## config.mk

```make
export PLATFORM = sky130hd
export DESIGN_NAME = motor_startup_sequencer_core_flat
export DESIGN_NICKNAME = d
export VERILOG_FILES = /design/src/mss_pkg.sv /design/src/mss_in_if.sv /design/src/mss_out_if.sv /design/src/motor_startup_sequencer_core.sv /design/src/mss_step.sv /design/src/flat_wrapper.sv
export SDC_FILE = /design/constraint.sdc
export NUM_CORES = 1
export LEC_CHECK = 0
export BUFFER_PORTS_ARGS = -buffer_cell sky130_fd_sc_hd__buf_2
export CORE_MARGIN = 1
export CORE_UTILIZATION = 30
export CTS_CLUSTER_DIAMETER = 30
export DETAILED_ROUTE_END_ITERATION = 7
export GPL_ROUTABILITY_DRIVEN = 0
export HOLD_SLACK_MARGIN = 0.06
export PLACE_DENSITY_LB_ADDON = 0.15
export SLEW_MARGIN = 0
export SYNTH_ARGS = -nofsm -noshare
export SYNTH_HDL_FRONTEND = slang
export SYNTH_SLANG_ARGS = --single-unit
```

## constraint.sdc

```tcl
create_clock -name i_clk -period 10.9 [get_ports i_clk]
set_input_delay 2.18 -clock i_clk [delete_from_list [all_inputs] [get_ports i_clk]]
set_output_delay 2.18 -clock i_clk [all_outputs]
set_load 0.01 [all_outputs]
```

## src/mss_pkg.sv

```systemverilog
// ----------------------------------------------------------------------------
// Motor startup sequencer package
// Shared widths, state and phase codes, register indexes and item types.
// ----------------------------------------------------------------------------
package mss_pkg;

    localparam int unsigned ALIGN_W = 20;
    localparam int unsigned SWITCH_W = 15;
    localparam int unsigned MODE_W = 4;
    localparam int unsigned SPEED_W = 16;
    localparam int unsigned CALIB_W = 16;
    localparam int unsigned STATE_W = 3;
    localparam int unsigned PHASE_W = 2;
    localparam int unsigned TIMER_W = 20;
    localparam int unsigned CFG_IDX_W = 1;
    localparam int unsigned CFG_DATA_W = 20;
    localparam int unsigned MAG_W = SPEED_W + 1;

    localparam logic [CALIB_W-1:0] CALIB_SAMPLES = 16'd1000;

    localparam logic [ALIGN_W-1:0] ALIGN_TICKS_RST = 20'd5000;
    localparam logic [SWITCH_W-1:0] SWITCH_SPEED_RST = 15'd300;

    localparam logic [CFG_IDX_W-1:0] REG_ALIGN_TICKS = 1'd0;
    localparam logic [CFG_IDX_W-1:0] REG_SWITCH_SPEED = 1'd1;

    localparam logic [STATE_W-1:0] ST_INIT = 3'd0;
    localparam logic [STATE_W-1:0] ST_ADC_CAL = 3'd1;
    localparam logic [STATE_W-1:0] ST_STOP = 3'd2;
    localparam logic [STATE_W-1:0] ST_RUN = 3'd3;
    localparam logic [STATE_W-1:0] ST_ERROR = 3'd4;

    localparam logic [PHASE_W-1:0] PH_DIRECT = 2'd0;
    localparam logic [PHASE_W-1:0] PH_ALIGN = 2'd1;
    localparam logic [PHASE_W-1:0] PH_DRAG = 2'd2;
    localparam logic [PHASE_W-1:0] PH_OBSERVER = 2'd3;

    localparam logic [MODE_W-1:0] MODE_NONE = 4'd0;
    localparam logic [MODE_W-1:0] MODE_DEBUG_LO = 4'd1;
    localparam logic [MODE_W-1:0] MODE_DEBUG_HI = 4'd4;
    localparam logic [MODE_W-1:0] MODE_RUN_HI = 4'd8;

    localparam logic [TIMER_W-1:0] TIMER_MAX = {TIMER_W{1'b1}};

    typedef struct packed {
        logic fault_active;
        logic [MODE_W-1:0] target_mode;
        logic signed [SPEED_W-1:0] speed_rpm;
        logic [CALIB_W-1:0] calib_count;
    } t_in_item;

    typedef struct packed {
        logic [STATE_W-1:0] top_state;
        logic [PHASE_W-1:0] phase;
        logic [TIMER_W-1:0] tick_timer;
    } t_ctl;

    typedef struct packed {
        logic [ALIGN_W-1:0] align_len;
        logic [SWITCH_W-1:0] switch_speed;
    } t_cfg;

endpackage

```

## src/mss_in_if.sv

```systemverilog
// ----------------------------------------------------------------------------
// Motor startup sequencer input channel
// Valid/ready channel carrying one control tick item.
// ----------------------------------------------------------------------------
interface mss_in_if;
    logic valid;
    logic ready;
    logic fault_active;
    logic [mss_pkg::MODE_W-1:0] target_mode;
    logic signed [mss_pkg::SPEED_W-1:0] speed_rpm;
    logic [mss_pkg::CALIB_W-1:0] calib_count;

    modport source (
        output valid, fault_active, target_mode, speed_rpm, calib_count,
        input ready
    );
    modport sink (
        input valid, fault_active, target_mode, speed_rpm, calib_count,
        output ready
    );
endinterface

```

## src/mss_out_if.sv

```systemverilog
// ----------------------------------------------------------------------------
// Motor startup sequencer output channel
// Valid/ready channel carrying the state and phase after one tick.
// ----------------------------------------------------------------------------
interface mss_out_if;
    logic valid;
    logic ready;
    logic [mss_pkg::STATE_W-1:0] machine_state;
    logic [mss_pkg::PHASE_W-1:0] run_phase;

    modport source (
        output valid, machine_state, run_phase,
        input ready
    );
    modport sink (
        input valid, machine_state, run_phase,
        output ready
    );
endinterface

```

## src/motor_startup_sequencer_core.sv

```systemverilog
// ----------------------------------------------------------------------------
// Motor startup sequencer core
// Supervisor for a sensorless start: calibration, stop, alignment, forced
// drag and handover to the observer, one control tick per item.
//
//   Channel  Dir  Handshake          Payload
//   i_in     in   valid/ready        fault_active, target_mode, speed_rpm,
//                                    calib_count
//   o_out    out  valid/ready        machine_state, run_phase
//   i_cfg_*  in   write enable only  align_len (0), switch_speed (1)
//
// An item is registered on acceptance and its result is registered as the
// state advances; one item is taken per cycle unless the result stalls.
// The state update sits between the input and result registers.
// A stalled result holds the result register; the input register still
// takes one more item. Reset clears state, timer and valid flags and sets
// the configuration registers to their reset values.
// ----------------------------------------------------------------------------
module motor_startup_sequencer_core (
    input  logic                             i_clk,
    input  logic                             i_rst_n,
    mss_in_if.sink                           i_in,
    mss_out_if.source                        o_out,
    input  logic                             i_cfg_we,
    input  logic [mss_pkg::CFG_IDX_W-1:0]    i_cfg_idx,
    input  logic [mss_pkg::CFG_DATA_W-1:0]   i_cfg_data
);

    logic r_in_valid;
    mss_pkg::t_in_item r_in_item;
    logic r_out_valid;
    logic [mss_pkg::STATE_W-1:0] r_out_state;
    logic [mss_pkg::PHASE_W-1:0] r_out_phase;
    mss_pkg::t_ctl r_ctl;
    mss_pkg::t_ctl n_ctl;
    mss_pkg::t_cfg r_cfg;
    mss_pkg::t_in_item in_item;
    logic out_free;
    logic advance;

    assign out_free = !r_out_valid || o_out.ready;
    assign advance = r_in_valid && out_free;
    assign i_in.ready = !r_in_valid || out_free;

    assign in_item.fault_active = i_in.fault_active;
    assign in_item.target_mode = i_in.target_mode;
    assign in_item.speed_rpm = i_in.speed_rpm;
    assign in_item.calib_count = i_in.calib_count;

    mss_step u_step (
        .i_ctl  (r_ctl),
        .i_cfg  (r_cfg),
        .i_item (r_in_item),
        .o_ctl  (n_ctl)
    );

    always_ff @(posedge i_clk) begin
        if (!i_rst_n) begin
            r_cfg.align_len <= mss_pkg::ALIGN_TICKS_RST;
            r_cfg.switch_speed <= mss_pkg::SWITCH_SPEED_RST;
        end else if (i_cfg_we) begin
            unique case (i_cfg_idx)
                mss_pkg::REG_ALIGN_TICKS: begin
                    r_cfg.align_len <= i_cfg_data[mss_pkg::ALIGN_W-1:0];
                end
                mss_pkg::REG_SWITCH_SPEED: begin
                    r_cfg.switch_speed <= i_cfg_data[mss_pkg::SWITCH_W-1:0];
                end
                default: begin
                end
            endcase
        end
    end

    always_ff @(posedge i_clk) begin
        if (!i_rst_n) begin
            r_in_valid <= 1'b0;
            r_out_valid <= 1'b0;
            r_ctl.top_state <= mss_pkg::ST_INIT;
            r_ctl.phase <= mss_pkg::PH_DIRECT;
            r_ctl.tick_timer <= '0;
        end else begin
            if (i_in.ready) begin
                r_in_valid <= i_in.valid;
            end
            if (out_free) begin
                r_out_valid <= r_in_valid;
            end
            if (advance) begin
                r_ctl <= n_ctl;
            end
        end
    end

    always_ff @(posedge i_clk) begin
        if (i_in.ready && i_in.valid) begin
            r_in_item <= in_item;
        end
        if (advance) begin
            r_out_state <= n_ctl.top_state;
            r_out_phase <= n_ctl.phase;
        end
    end

    assign o_out.valid = r_out_valid;
    assign o_out.machine_state = r_out_state;
    assign o_out.run_phase = r_out_phase;

endmodule

```

## src/mss_step.sv

```systemverilog
// ----------------------------------------------------------------------------
// Motor startup sequencer step logic
// Next supervisor state, run phase and tick timer for one control tick.
// ----------------------------------------------------------------------------
module mss_step (
    input  mss_pkg::t_ctl     i_ctl,
    input  mss_pkg::t_cfg     i_cfg,
    input  mss_pkg::t_in_item i_item,
    output mss_pkg::t_ctl     o_ctl
);

    logic [mss_pkg::MAG_W-1:0] mag;
    logic [mss_pkg::MAG_W:0] mag_x2;
    logic [mss_pkg::TIMER_W-1:0] timer_inc;
    logic [mss_pkg::STATE_W-1:0] state_eff;
    logic debug_req;
    logic is_other;

    always_comb begin
        if (i_item.speed_rpm[mss_pkg::SPEED_W-1]) begin
            mag = (mss_pkg::MAG_W)'(0) - {i_item.speed_rpm[mss_pkg::SPEED_W-1],
                                           i_item.speed_rpm};
        end else begin
            mag = {1'b0, i_item.speed_rpm};
        end
        mag_x2 = {mag, 1'b0};

        timer_inc = (i_ctl.tick_timer == mss_pkg::TIMER_MAX) ?
                    i_ctl.tick_timer : i_ctl.tick_timer + 1'b1;
        state_eff = i_item.fault_active ? mss_pkg::ST_ERROR : i_ctl.top_state;

        debug_req = (i_item.target_mode >= mss_pkg::MODE_DEBUG_LO) &&
                    (i_item.target_mode <= mss_pkg::MODE_DEBUG_HI);
        is_other = (i_item.target_mode > mss_pkg::MODE_DEBUG_HI) &&
                   (i_item.target_mode <= mss_pkg::MODE_RUN_HI);

        o_ctl.top_state = state_eff;
        o_ctl.phase = i_ctl.phase;
        o_ctl.tick_timer = timer_inc;

        unique case (state_eff)
            mss_pkg::ST_ADC_CAL: begin
                if (i_item.calib_count >= mss_pkg::CALIB_SAMPLES) begin
                    o_ctl.top_state = mss_pkg::ST_STOP;
                end
            end
            mss_pkg::ST_STOP: begin
                if (debug_req || is_other) begin
                    o_ctl.top_state = mss_pkg::ST_RUN;
                    o_ctl.tick_timer = '0;
                    o_ctl.phase = debug_req ? mss_pkg::PH_DIRECT : mss_pkg::PH_ALIGN;
                end
            end
            mss_pkg::ST_RUN: begin
                if (i_item.target_mode == mss_pkg::MODE_NONE) begin
                    o_ctl.top_state = mss_pkg::ST_STOP;
                end else begin
                    unique case (i_ctl.phase)
                        mss_pkg::PH_ALIGN: begin
                            if (timer_inc > i_cfg.align_len) begin
                                o_ctl.phase = mss_pkg::PH_DRAG;
                                o_ctl.tick_timer = '0;
                            end
                        end
                        mss_pkg::PH_DRAG: begin
                            if (mag > {2'b00, i_cfg.switch_speed}) begin
                                o_ctl.phase = mss_pkg::PH_OBSERVER;
                            end
                        end
                        mss_pkg::PH_OBSERVER: begin
                            if (mag_x2 < {3'b000, i_cfg.switch_speed}) begin
                                o_ctl.phase = mss_pkg::PH_DRAG;
                            end
                        end
                        default: begin
                        end
                    endcase
                end
            end
            mss_pkg::ST_ERROR: begin
            end
            default: begin
                o_ctl.top_state = mss_pkg::ST_ADC_CAL;
            end
        endcase
    end

endmodule

```

## src/flat_wrapper.sv

```systemverilog
// flat-port wrapper written by rule: the top's interface ports become plain ports
module motor_startup_sequencer_core_flat 
  (i_clk, i_rst_n, i_cfg_we, i_cfg_idx, i_cfg_data, i_in_valid, i_in_fault_active, i_in_target_mode, i_in_speed_rpm, i_in_calib_count, i_in_ready, o_out_valid, o_out_machine_state, o_out_run_phase, o_out_ready);
  mss_in_if i_in_i ();
  mss_out_if o_out_i ();
  input  logic i_clk;
  input  logic i_rst_n;
  input  logic i_cfg_we;
  input  logic [mss_pkg::CFG_IDX_W-1:0] i_cfg_idx;
  input  logic [mss_pkg::CFG_DATA_W-1:0] i_cfg_data;
  input wire logic [$bits(i_in_i.valid)-1:0] i_in_valid;
  input wire logic [$bits(i_in_i.fault_active)-1:0] i_in_fault_active;
  input wire logic [$bits(i_in_i.target_mode)-1:0] i_in_target_mode;
  input wire logic [$bits(i_in_i.speed_rpm)-1:0] i_in_speed_rpm;
  input wire logic [$bits(i_in_i.calib_count)-1:0] i_in_calib_count;
  output wire logic [$bits(i_in_i.ready)-1:0] i_in_ready;
  output wire logic [$bits(o_out_i.valid)-1:0] o_out_valid;
  output wire logic [$bits(o_out_i.machine_state)-1:0] o_out_machine_state;
  output wire logic [$bits(o_out_i.run_phase)-1:0] o_out_run_phase;
  input wire logic [$bits(o_out_i.ready)-1:0] o_out_ready;
  assign i_in_i.valid = i_in_valid;
  assign i_in_i.fault_active = i_in_fault_active;
  assign i_in_i.target_mode = i_in_target_mode;
  assign i_in_i.speed_rpm = i_in_speed_rpm;
  assign i_in_i.calib_count = i_in_calib_count;
  assign i_in_ready = i_in_i.ready;
  assign o_out_valid = o_out_i.valid;
  assign o_out_machine_state = o_out_i.machine_state;
  assign o_out_run_phase = o_out_i.run_phase;
  assign o_out_i.ready = o_out_ready;
  motor_startup_sequencer_core u_core (.i_clk(i_clk), .i_rst_n(i_rst_n), .i_in(i_in_i), .o_out(o_out_i), .i_cfg_we(i_cfg_we), .i_cfg_idx(i_cfg_idx), .i_cfg_data(i_cfg_data));
endmodule
```

Word level (Yosys, flattened, before mapping)

Index checks and enable logic that the tools add are counted.
W data, S select, Z words.

Output and inout bits: 7
Bits in registers: 104

$lt $le $gt $ge: 8
Bitwise logic cells: 1
Mux-type cells: 15
Reduce and logical (&&, ||, !) cells: 12
Equality and inequality tests: 8
Add/sub/neg operators: 2

Operator list:

| kind                    | number |
|---|---|
| $mux W22                | 2 |
| $pmux W22 S2            | 1 |
| $mux W20                | 2 |
| $mux W25                | 1 |
| $add A20 B1 Y20 const B | 1 |
| $eq A20 B20 Y1 const B  | 1 |
| $gt A20 B20 Y1          | 1 |
| $lt A18 B15 Y1          | 1 |
| $gt A17 B15 Y1          | 1 |
| $mux W17                | 1 |
| $sub A1 B16 Y17 const A | 1 |
| $ge A16 B10 Y1 const B  | 1 |
| $pmux W3 S4             | 1 |
| $mux W3                 | 3 |
| $eq A3 B2 Y1 const B    | 2 |
| $pmux W2 S3             | 1 |
| $eq A2 B2 Y1 const B    | 2 |
| $ge A4 B1 Y1 const B    | 1 |
| $gt A4 B3 Y1 const B    | 1 |
| $le A4 B3 Y1 const B    | 1 |
| $le A4 B4 Y1 const B    | 1 |
| $logic_and A1 B1 Y1     | 4 |
| $logic_not A4 Y1        | 1 |
| $mux W2                 | 2 |
| 8 further kinds         | 12 |

Longest topological paths before layout

Gate-level depths: netlist of run 1.

Depth in word-level cells: 7
Depth in mapped cells: 15
Mapped depth without buffers: 15

Cells and area by module

From an unflattened synthesis of run 1, not the netlist that was laid out.

Cells, all modules: 650
Area total of the unflattened synthesis: 5933.2 µm²

By module, submodules not included:

| module                       | cells an instance | area each (µm²) | times used |
|---|---|---|---|
| motor_startup_sequencer_core | 315               | 3638.5          | 1 |
| mss_step                     | 335               | 2294.7          | 1 |

Worst setup path before layout of run 1

OpenSTA, ideal clock, no wires.

Path type: in2out
Start: in o_out_ready
End: out i_in_ready
Arrival time: 2478 ps
Stages on the path: 2
Path buffers: 0
Slack: 6242 ps
Path through: nor2b_1 > nand2_1

Word-level cells in the longest chain between the ends: 2

RTL lines:

| item               | RTL line                           | text |
|---|---|---|
| start, declared    | flat_wrapper.sv:20                 | `input wire logic [$bits(o_out_i.ready)-1:0] o_out_ready;` |
| $logic_or A1 B1 Y1 | motor_startup_sequencer_core.sv:41 | `assign out_free = !r_out_valid \|\| o_out.ready;` |
| $logic_or A1 B1 Y1 | motor_startup_sequencer_core.sv:43 | `assign i_in.ready = !r_in_valid \|\| out_free;` |
| end, declared      | flat_wrapper.sv:16                 | `output wire logic [$bits(i_in_i.ready)-1:0] i_in_ready;` |

Every way passes these cells.

Worst setup path in the final report of run 1

Same ends and word-level chain as after synthesis.

==> results of run 1 <==
-- placed cells by master (no fill, tap or decap), drive strengths merged, types with 4 or more instances in the layout --
cell | synthesis | final
or2 | 5 | 5
inv | 44 | 49
a21boi | 31 | 31
and2 | 6 | 6
nand2 | 98 | 98
edfxtp | 39 | 39
o31ai | 5 | 5
nand2b | 9 | 9
o21ai | 25 | 25
buf | 3 | 68
a21oi | 22 | 22
nor2 | 35 | 35
nand4 | 12 | 12
nor3 | 10 | 10
nand3 | 22 | 22
clkbuf | 18 | 9
ha | 51 | 51
nor4 | 5 | 5
dfxtp | 62 | 62
xor2 | 4 | 4
or4 | 4 | 4
nor2b | 7 | 7
xnor2 | 22 | 22
a21o | 4 | 4
a22o | 15 | 15
o211ai | 15 | 15
-- worst min-delay path by stage --
stage | from | endpoint | slack [ns] | cells past startpoint
3_3_place_gp | u_core.r_cfg[32] | u_core.r_cfg[32] | 0.46 | 2
5_1_grt | u_core.r_cfg[33] | u_core.r_cfg[33] | 0.50 | 2
2_1_floorplan | u_core.r_cfg[10] | u_core.r_cfg[10] | 0.44 | 2
4_1_cts | u_core.r_cfg[33] | u_core.r_cfg[33] | 0.47 | 2
3_5_place_dp | u_core.r_cfg[33] | u_core.r_cfg[33] | 0.46 | 2
6_report | u_core.r_cfg[33] | u_core.r_cfg[33] | 0.46 | 2
-- registers in the layout, summed over array words and instances (netlist names) --
register                    cells
u_core.o_out.machine_state      3
u_core.o_out.run_phase          2
u_core.o_out.valid              1
u_core.r_cfg                   35
u_core.r_ctl                   25
u_core.r_in_item               34
u_core.r_in_valid               1
-- power by group through the flow --
stage / clock network, mW / registers [mW] / logic (mW)
after CTS: 0.336 / 0.421 / 0.105
after detailed placement: 0 / 0.430 / 0.105
after global routing: 0.347 / 0.423 / 0.120
final: 0.322 / 0.421 / 0.104
after global placement: 0 / 0.429 / 0.101
after floorplan: 0 / 0.427 / 0.0703
-- Yosys cell counts, drive strengths merged, types with 7 or more instances --
cell,number,area (µm²)
o211ai,15,113
nand2,98,368
o21ai,25,125
nor2,35,131
nor2b,7,43.8
ha,51,638
a21oi,22,110
clkbuf,18,68.8
dfxtp,62,1240
inv,44,165
a21boi,31,233
nand3,22,110
nor3,10,60.1
a22o,15,133
edfxtp,39,1170
nand2b,9,56.3
nand4,12,75.1
xnor2,22,193
-- cell families (layout without fill, tap and decap cells) --
group | Yosys count | in the layout | synth area share (%)
simple gates | 223 | 223 | 19.1
compound gates | 141 | 141 | 17.7
flops | 101 | 101 | 42.7
buf+inv | 65 | 128 | 4.41
fa+ha+maj | 51 | 51 | 11.3
xor+xnor | 26 | 26 | 4.03
mux | 4 | 4 | 0.775
-- layout make-up --
type | count | share of cell area, %
timing repair buffer | 68 | 5.33
multi-input combinational | 445 | 46.1
clock inverter | 7 | 0.965
tap | 229 | 4.42
clock buffer | 9 | 3.47
sequential | 101 | 37.2
inverter | 44 | 2.55
-- tightest hold or removal path: cells and delay by family, from the launching register on --
family | cells | cell delay, ns
simple gates | 1 | 0.04
flops | 1 | 0.31
compound gates | 1 | 0.06
-- per-stage QoR --
stage / setup slack (ns) / hold WS (ns) / total power, mW / cell area (µm²)
after global placement: 6.02 / 0.456 / 0.530 / 6200
after global routing: 5.89 / 0.495 / 0.890 / 6480
after detailed placement: 5.99 / 0.461 / 0.535 / 6200
after CTS: 5.99 / 0.471 / 0.862 / 6480
final: 5.98 / 0.465 / 0.847 / 6480
after floorplan: 6.24 / 0.443 / 0.497 / 5650
-- metal layers --
metal | part of all wire, % | wire length, µm | GRT usage [%]
met3 | 3.2 | 420 | 2.68
met4 | 1.2 | 160 | 4.74
met5 | 0 | 0 | 0
met1 | 47 | 6190 | 17.5
met2 | 49 | 6450 | 25.1
==> out/metrics.yaml, run 1 <==
post-route-min-period_ns: 4.92
slew_violations: 0
cts_resized: 0
post_cts_buffers: 0
drt_iter0_drc: 157
place.port_buffers: 66
ios: 70
critPathCaptureType: "primary output"
critical_path_class: "in2out"
cts_root_buf: "clkbuf_16"
setup_tns_ns: 0
netlist-cell-type-count: 61
num_vias: 4473
critPathMaxFanout: 4
cpMostUsedCell: "buf_2"
insertion_delay_ns: 0.36
grt_pass1_wl_um: 21700
min_path_type: "reg2reg"
finClkSkew_ns: 0.00602
switching_share_pct: 27.4
clk_pin_slew_ns: 0.07
start_util_pct: 31.0
cp-endpoint: "i_in_ready"
rrSetupSlack_ns: 6.44
outcome: "finished with violations"
placed_cells: 887
clk_path_buf_depth: 2
maxCapViolCount: 0
final_core_util_pct: 35.6
violations: "DRC"
p_seq_share_pct: 49.7
worstSetupStartpointType: "primary input"
power.internal_uw: 614
clockPowerShare_pct: 38.0
postCtsHoldBufs: 0
antenna_found_initial: 0
numCtsBuffers: 9
critPathMaxStageDelay_ns: 0.21
finalNonFillerCells: 903
crit_cells: 4
diodes: 0
area_growth_pct: 14.8
post-dp-hpwl_um: 10200
tightest_slew_ns: 0.903
die-area_um2: 19400
core_um2: 18200
hold_viol_final: 0
finalWirelength_um: 13200
synth_nets: 725
synth_flop_cell: "dfxtp_1"
nets: 783
ir_worst_vdd_v: 0.0000878
cp_slowest_cell: "nor2b_1"
drive_gt1_share_pct: 15.1
die_y_um: 139
leakage_nw: 2.57
multiInputGateArea_um2: 2990
grt_overflow: 0
grt_setup_unrepaired: "no"
seq_area_um2: 2410
fillCellCount: 1844
slew_headroom_pct: 39.8
syn_avg_cell_area_um2: 9.24
synth_cells: 611
cp_num_buf_inv: 2
grt_pass1_vias: 4459
numClockSinks: 101
rows: 49
setup_viol: 0
ys.warnings.count: 0
switchingPower_uw: 232
combinationalPowerShare_pct: 12.3
synthArstFlopShare_pct: 0
detail-route-antenna-nets: 0
ys_ff_latch: 101
critical_path_arrival_ns: 2.74
cts_tree: "done"
track_usage_pct: 14.3
yosysSeqAreaShare_pct: 42.7
via_per_inst: 4.95
r2r-start: "u_core.r_ctl[0]"
die_w_um: 139
worstPathRequired_ns: 8.72
rr_worst_depth: 15
netlist_area_um2: 5650
timing.final.crit_share_pct: 45.1
htree_levels: 3
fmax_ghz: 0.203
drtPass1Iterations: 8
grt_max_degree: 49
crit_start: "o_out_ready"
synth_edf_count: 39
reg2reg_to: "u_core.r_ctl[13]"
power_density_nw_per_um2: 131
routedWlPerCell_um: 14.6
drc: 1
crit_chain: "buf_2, nor2b_1, nand2_1, buf_2"
crit_family: "simple AND/OR/NAND/NOR gates"
Power figures use the tool's default switching activity.
==> inputs of run 2 (changes only) <==
--- a/config.mk
+++ b/config.mk
@@ -5,6 +5,7 @@
 export SDC_FILE = /design/constraint.sdc
 export NUM_CORES = 1
 export LEC_CHECK = 0
+export ABC_AREA = 1
 export BUFFER_PORTS_ARGS = -buffer_cell sky130_fd_sc_hd__buf_2
 export CORE_MARGIN = 1
 export CORE_UTILIZATION = 30
==> constraint.sdc (replaced) <==
create_clock -name i_clk -period 4.4 [get_ports i_clk]
set_input_delay 0.88 -clock i_clk [delete_from_list [all_inputs] [get_ports i_clk]]
set_output_delay 0.88 -clock i_clk [all_outputs]
set_load 0.01 [all_outputs]
==> run 2 against run 1 <==
The flow now finishes without violations. Sequential share of layout area decreased by 1.6 points. Critical path depth increased by 21. Setup slack got worse by 5.2 ns. Final cell count up 16%. Worst hold slack worse by 0.0030 ns. Core utilization grew 0.22 points. First-iteration DRC count rose by 52%. Clock skew up 0.0047 ns. Power rose to 2.6 times the previous value. Largest power group unchanged.
==> out/metrics.yaml, run 2 <==
cp_slowest_cell: "dfxtp_1"  # was nor2b_1
synth_most_common_cell: "nand2_1"  # unchanged
crit_family: "simple AND/OR/NAND/NOR gates"  # unchanged
routedWlPerCell_um: 12.4  # was 14.6 µm
clockPowerShare_pct: 37.9  # was 38.0%
ys.warnings.count: 0  # unchanged
post-dp-hpwl_um: 10100  # was 10,200 µm
seq_area_um2: 2410  # unchanged
fillCellCount: 2030  # was 1,844
cpMostUsedCell: "nand2_1"  # was buf_2
grt_max_degree: 43  # was 49
holdPathStages: 2  # unchanged
hold_ws_ns: 0.462  # was 0.465 ns
synth_commonest_cells: "nand2_1 (145), inv_1 (100), a21oi_1 (67)"  # was nand2_1 (98), dfxtp_1 (62), ha_1 (51)
synth_top_family_by_area: "simple AND/OR/NAND/NOR gates"  # unchanged
setup_slack_ns: 0.749  # was 5.98 ns
rr_worst_depth: 25  # was 15
die_w_um: 142  # was 139 µm
place.port_buffers: 66  # unchanged
start_util_pct: 30.9  # was 31.0%
slew_violations: 0  # unchanged
cts_root_buf: "clkbuf_16"  # unchanged
outcome: "completed"  # was finished with violations
critPathMaxFanout: 11  # was 4
layout_common_cells: "nand2_1 (145), inv_1 (100), a21oi_1 (67)"  # was nand2_1 (98), buf_2 (66), dfxtp_1 (62)
clk_path_buf_depth: 2  # unchanged
drt_iter0_drc: 239  # was 157
netlist_area_um2: 5840  # was 5650 µm²
diodes: 0  # unchanged
track_usage_pct: 13.8  # was 14.3%
drc: 0  # was 1
post-route-min-period_ns: 3.65
min_from: "u_core.r_cfg[32]"  # was u_core.r_cfg[33]
netlist-cell-type-count: 46  # was 61
synth.largest_area_cell: "dfxtp_1"  # unchanged
finalNonFillerCells: 1048  # was 903
critPathMaxStageDelay_ns: 0.39  # was 0.21 ns
cts_tree: "done"  # unchanged
detail-route-antenna-nets: 0  # unchanged
reg.largest.list: "u_core.r_cfg x35, u_core.r_in_item x34, u_core.r_ctl x25"  # unchanged
grt_setup_unrepaired: "no"  # unchanged
critical_path_arrival_ns: 3.93  # was 2.74 ns
placed_cells: 1032  # was 887
antenna_found_initial: 0  # unchanged
power.internal_mw: 1.60  # was 614 µW
yosysSeqAreaShare_pct: 41.3  # was 42.7%
drtPass1Iterations: 4  # was 8
synth.area.top_cells: "dfxtp_1 (21%), edfxtp_1 (20%), ha_1 (11%)"  # was dfxtp_1 (22%), edfxtp_1 (21%), ha_1 (11%)
finalWirelength_um: 13000  # was 13,200 µm
synth_top_cell_area_share_pct: 21.2  # was 22.0%
combinationalPowerShare_pct: 14.4  # was 12.3%
syn_avg_cell_area_um2: 8.12  # was 9.24 µm²
synth_flop_cell: "dfxtp_1"  # unchanged
r2r-start: "u_core.r_ctl[1]"  # was u_core.r_ctl[0]
power_density_nw_per_um2: 326  # was 131 nW/µm²
finClkSkew_ns: 0.0107  # was 0.00602 ns
htree_levels: 3  # unchanged
numCtsBuffers: 9  # unchanged
multiInputGateArea_um2: 2930  # was 2990 µm²
cp_num_buf_inv: 4  # was 2
clk_pin_slew_ns: 0.08  # was 0.07 ns
synth_nets: 833  # was 725
insertion_delay_ns: 0.35  # was 0.36 ns
grt_pass1_vias: 4371  # was 4,459
nets: 897  # was 783
largest_register_ffs: 35  # unchanged
switching_share_pct: 27.4  # about the same
post_cts_buffers: 0  # unchanged
switchingPower_uw: 603  # was 232 µW
synth_fa_ha_area_share_pct: 10.9  # was 11.3%
synth_compound_area_share_pct: 13.1  # was 17.7%
critPathCaptureType: "register"  # was primary output
ys_ff_latch: 101  # unchanged
setup_viol: 0  # unchanged
ir_worst_vdd_v: 0.000176  # was 0.0000878 V
synth-simple-area-share_pct: 21.6  # was 19.1%
synth_cells: 719  # was 611
worstPathRequired_ns: 4.68  # was 8.72 ns
synth_edf_count: 39  # unchanged
via_per_inst: 4.40  # was 4.95
ios: 70  # unchanged
num_vias: 4612  # was 4,473
postCtsHoldBufs: 0  # unchanged
rows: 50  # was 49
numClockSinks: 101  # unchanged
final_common_cell: "nand2_1"  # unchanged
die-area_um2: 20000  # was 19,400 µm²
grt_pass1_wl_um: 21600  # was 21,700 µm
min_path_type: "reg2reg"  # unchanged
fmax_ghz: 0.274
reg2reg_to: "u_core.r_ctl[3]"  # was u_core.r_ctl[13]
whs_endpoint: "u_core.r_cfg[32]"  # was u_core.r_cfg[33]
die_y_um: 142  # was 139 µm
max_flop_register: "u_core.r_cfg"  # unchanged
critical_path_class: "reg2reg"  # was in2out
leakage_nw: 3.10  # was 2.57 nW
dp_worst_setup_slack_ns: 0.706  # was 5.99 ns
muxShareOfSynthArea_pct: 0.171  # was 0.775%
slew_headroom_pct: 40.6  # was 39.8%
maxCapViolCount: 0  # unchanged
worstSetupStartpointType: "register"  # was primary input
cts_resized: 0  # unchanged
area_growth_pct: 15.9  # was 14.8%
core_um2: 18900  # was 18,200 µm²
hold_viol_final: 0  # unchanged
rrSetupSlack_ns: 0.75  # was 6.44 ns
drive_gt1_share_pct: 15.7  # was 15.1%
timing.final.crit_share_pct: 83.0
setup_tns_ns: 0  # unchanged
grt_overflow: 0  # unchanged
tightest_slew_ns: 0.890  # was 0.903 ns
p_seq_share_pct: 47.7  # was 49.7%
yosys.area_share.xor_xnor_pct: 4.43  # was 4.03%
synthArstFlopShare_pct: 0  # unchanged
run 2: final cells by class:
class,instances,area share (%)
multi-input cells,491,43.3
flip-flops and latches,101,35.6
inverters,107,6.03
repair buffers,73,5.66
well taps,260,4.81
clock buffers,9,3.33
clock inverters,7,1.24
run 2: cells by family (layout without fill, tap and decap cells):
kind of cell               after synthesis  in the layout
and+or+nand+nor                        273            273
AOI/OAI and AO/OA                      139            139
buffers and inverters                  127            196
DFF                                    101            101
adders and majority gates               51             51
xor gates and xnor gates                27             27
muxes                                    1              1
run 2: power by group through the flow:
stage	logic [mW]	clock network (mW)	registers (mW)
3_3_place_gp	0.319	0	1.07
3_5_place_dp	0.321	0	1.07
6_report	0.317	0.835	1.05
2_1_floorplan	0.226	0	1.07
5_1_grt	0.375	0.905	1.06
4_1_cts	0.324	0.867	1.05
run 2: worst max path at each step:
stage | slack (ns) | cells past startpoint | startpoint | endpoint
after global routing | 0.40 | 23 | u_core.r_ctl[1] | u_core.r_ctl[14]
after CTS | 0.69 | 23 | u_core.r_ctl[1] | u_core.r_ctl[3]
after detailed placement | 0.71 | 23 | u_core.r_ctl[1] | u_core.r_ctl[3]
after global placement | 0.74 | 23 | u_core.r_ctl[1] | u_core.r_ctl[3]
final | 0.75 | 25 | u_core.r_ctl[1] | u_core.r_ctl[3]
after floorplan | 1.50 | 25 | u_core.r_ctl[1] | u_core.o_out.run_phase[0]
run 2: worst register-to-register path, stage by stage, from the launching register on:
cell     delay, ns
dfxtp_1       0.39
ha_1          0.26
nand3_2       0.14
nor2_2        0.20
nand3_2       0.12
inv_2         0.08
nand2_4       0.10
inv_4         0.12
nor2_4        0.05
nand2_1       0.08
xnor2_1       0.17
ha_1          0.30
nand2_1       0.07
nand2_1       0.05
nand2_1       0.05
nand2_1       0.04
nand2_1       0.05
nand2_1       0.05
nand2_1       0.05
nand3_1       0.06
nand2_1       0.17
o21ai_1       0.08
inv_1         0.34
buf_4         0.27
nand3_1       0.09
a21oi_1       0.16
run 2: stage by stage:
step	utilization, %	instance area (µm²)	power, mW
after global placement	34.2	6460	1.39
final	35.8	6770	2.20
after CTS	35.8	6770	2.24
after floorplan	-	5840	1.29
after detailed placement	34.2	6460	1.39
after global routing	35.8	6770	2.34
run 2: per-layer routing:
layer  part of all wire (%)  vias up  track usage, %  routed length (µm)
li1                       -     2509               -                   -
met1                     48     2032            17.0                6250
met2                     48       61            24.5                6290
met3                    2.7       10            2.87                 347
met4                    1.0        0            3.40                 131
met5                      0        -               0                   0
==> inputs of run 3 (changes only) <==
--- a/config.mk
+++ b/config.mk
@@ -5,7 +5,7 @@
 export SDC_FILE = /design/constraint.sdc
 export NUM_CORES = 1
 export LEC_CHECK = 0
-export ABC_AREA = 1
+export ABC_AREA = 0
 export BUFFER_PORTS_ARGS = -buffer_cell sky130_fd_sc_hd__buf_2
 export CORE_MARGIN = 1
 export CORE_UTILIZATION = 30
==> constraint.sdc (replaced) <==
create_clock -name i_clk -period 3.3 [get_ports i_clk]
set_input_delay 0.66 -clock i_clk [delete_from_list [all_inputs] [get_ports i_clk]]
set_output_delay 0.66 -clock i_clk [all_outputs]
set_load 0.01 [all_outputs]
==> run 3 against run 2 <==
The run now ends with setup timing left. Sequential share of layout area decreased by 5.0 points. Die area fell by 3.3%. Design area increased by 17%. Register-to-register slack lost 0.99 ns. Sequential power rose by 31%. Final cell count fell by 2.4%. Setup slack got worse by 0.99 ns. Highest routed layer unchanged.
==> out/metrics.yaml, run 3 (synthesis results as in run 1) <==
antenna_found_initial: 0  # unchanged
largest_register_ffs: 35  # unchanged
postCtsHoldBufs: 0  # unchanged
reg.largest.list: "u_core.r_cfg x35, u_core.r_in_item x34, u_core.r_ctl x25"  # unchanged
finClkSkew_ns: 0.00616  # was 0.0107 ns
nets: 903  # was 897
numClockSinks: 101  # unchanged
routedWlPerCell_um: 14.7  # was 12.4 µm
rr_worst_depth: 17  # was 25
clk_pin_slew_ns: 0.08  # about the same
final_common_cell: "buf_4"  # was nand2_1
drt_iter0_drc: 199  # was 239
grt_setup_unrepaired: "yes"  # was no
r2r-start: "u_core.r_ctl[12]"  # was u_core.r_ctl[1]
die-area_um2: 19400  # was 20,000 µm²
cts_root_buf: "clkbuf_16"  # unchanged
grt_pass1_wl_um: 24500  # was 21,600 µm
diodes: 0  # unchanged
ir_worst_vdd_v: 0.000258  # was 0.000176 V
post-route-min-period_ns: 3.54  # was 3.65 ns
finalPower_mw: 2.99  # was 2.20 mW
fillCellCount: 1742  # was 2,030
holdPathStages: 2  # unchanged
die_y_um: 139  # was 142 µm
hold_viol_final: 0  # unchanged
core_um2: 18200  # was 18,900 µm²
grt_overflow: 0  # unchanged
num_vias: 4997  # was 4,612
detail-route-antenna-nets: 0  # unchanged
clk_path_buf_depth: 2  # unchanged
setup_viol: 23  # was 0
worstPathRequired_ns: 3.60  # was 4.68 ns
violations: "setup timing"
multiInputGateArea_um2: 3410  # was 2930 µm²
rows: 49  # was 50
power_density_nw_per_um2: 378  # was 326 nW/µm²
min_from: "u_core.r_cfg[16]"  # was u_core.r_cfg[32]
seq_area_um2: 2420  # was 2410 µm²
numCtsBuffers: 9  # unchanged
drive_gt1_share_pct: 37.0  # was 15.7%
min_path_type: "reg2reg"  # unchanged
ios: 70  # unchanged
rrSetupSlack_ns: -0.24  # was 0.75 ns
critPathCaptureType: "register"  # unchanged
setup_tns_ns: -4.03  # was 0 ns
via_per_inst: 4.88  # was 4.40
slew_violations: 0  # unchanged
drtPass1Iterations: 6  # was 4
cts_tree: "done"  # unchanged
grt_max_degree: 40  # was 43
maxCapViolCount: 0  # unchanged
layout_common_cells: "buf_4 (113), nand2_1 (95), buf_2 (66)"  # was nand2_1 (145), inv_1 (100), a21oi_1 (67)
timing.final.crit_share_pct: 107  # was 83.0%
drc: 0  # unchanged
finalWirelength_um: 15000  # was 13,000 µm
grt_pass1_vias: 5016  # was 4,371
worstSetupStartpointType: "register"  # unchanged
outcome: "finished with violations"  # was completed
die_w_um: 139  # was 142 µm
critical_path_arrival_ns: 3.84  # was 3.93 ns
area_growth_pct: 39.9  # was 15.9%
crit_start: "u_core.r_ctl[12]"  # was u_core.r_ctl[1]
htree_levels: 3  # unchanged
start_util_pct: 31.0  # was 30.9%
critPathMaxFanout: 5  # was 11
place.port_buffers: 66  # unchanged
slew_headroom_pct: 55.2  # was 40.6%
leakage_nw: 3.34  # was 3.10 nW
track_usage_pct: 16.0  # was 13.8%
post-dp-hpwl_um: 10900  # was 10,100 µm
setup_slack_ns: -0.242  # was 0.749 ns
critical_path_class: "reg2reg"  # unchanged
tightest_slew_ns: 0.673  # was 0.890 ns
max_flop_register: "u_core.r_cfg"  # unchanged
fmax_ghz: 0.282  # was 0.274 GHz
insertion_delay_ns: 0.35  # about the same
-- run 3: cell count changes in the layout (fill, tap and decap cells not counted), sizes merged, moves of 7 or more --
| cell | delta |
|---|---|
| o21ai | -23 |
| nand2b | +9 |
| xnor2 | +10 |
| a21boi | +31 |
| a21oi | -49 |
| inv | -63 |
| nand3 | -13 |
| nor2b | +7 |
| buf | +115 |
| nand2 | -52 |
| a22o | +15 |
| xor2 | -11 |
| nor2 | -21 |
-- run 3: critical path, cell delays in order, from the launching register on --
cell     delay, ns
dfxtp_2       0.34
nand4_1       0.15
nor2_2        0.16
nand3_2       0.15
nor4_4        0.27
nand3_1       0.14
mux2_4        0.35
ha_4          0.24
nand4_1       0.15
buf_4         0.16
nor2_2        0.03
a22o_2        0.25
nor4b_4       0.42
buf_4         0.21
o21ai_2       0.05
buf_6         0.15
o21ai_2       0.12
a22o_1        0.13
-- run 3: what timing repair did --
action | 4_1_cts | 5_1_grt
setup buffers | 30 | 5
endpoints found under the hold margin | 0 | 0
endpoints found under the setup margin | 23 | 24
pin swaps | 40 | 18
cloned | 1 | 0
gates resized for setup | 82 | 32
-- run 3: layout make-up --
class	count	share of cell area, %
timing repair buffer	188	16.6
sequential	101	30.6
clock inverter	7	1.05
multi-input combinational	445	43.2
inverter	44	2.09
tap	229	3.63
clock buffer	9	2.85
-- run 3: worst paths after layout --
| path | endpoint |
|---|---|
| worst min register to register | u_core.r_cfg[16] |
| worst min-delay path | u_core.r_cfg[16] |
| worst max register to register | u_core.r_ctl[3] |
| worst max-delay path | u_core.r_ctl[3] |
-- run 3: power by group --
| part | internal, mW | total, mW | switching, mW |
|---|---|---|---|
| clock | 0.601 | 1.12 | 0.515 |
| combinational | 0.232 | 0.488 | 0.256 |
| sequential | 1.35 | 1.38 | 0.0297 |
-- run 3: routing by layer --
layer | wire length, µm | GRT usage (%) | vias to the layer above | part of all wire, %
met5 | 0 | 0 | - | 0
met3 | 555 | 3.41 | 17 | 3.7
met1 | 6590 | 18.8 | 2343 | 44
met4 | 270 | 5.50 | 0 | 1.8
met2 | 7610 | 28.9 | 104 | 51
li1 | - | - | 2533 | -
-- run 3: metrics by stage --
stage          area [µm²]  cells  setup WS [ns]  hold slack (ns)  utilization, %
3_5_place_dp         6860    971         -0.637            0.461            37.7
4_1_cts              7710   1018         -0.274            0.459            42.3
5_1_grt              7900   1023         -0.442            0.459            43.4
2_1_floorplan        5680    611        -0.0379            0.443               -
6_report             7900   1023         -0.242            0.467            43.4
3_3_place_gp         6860    971         -0.605            0.453            37.7
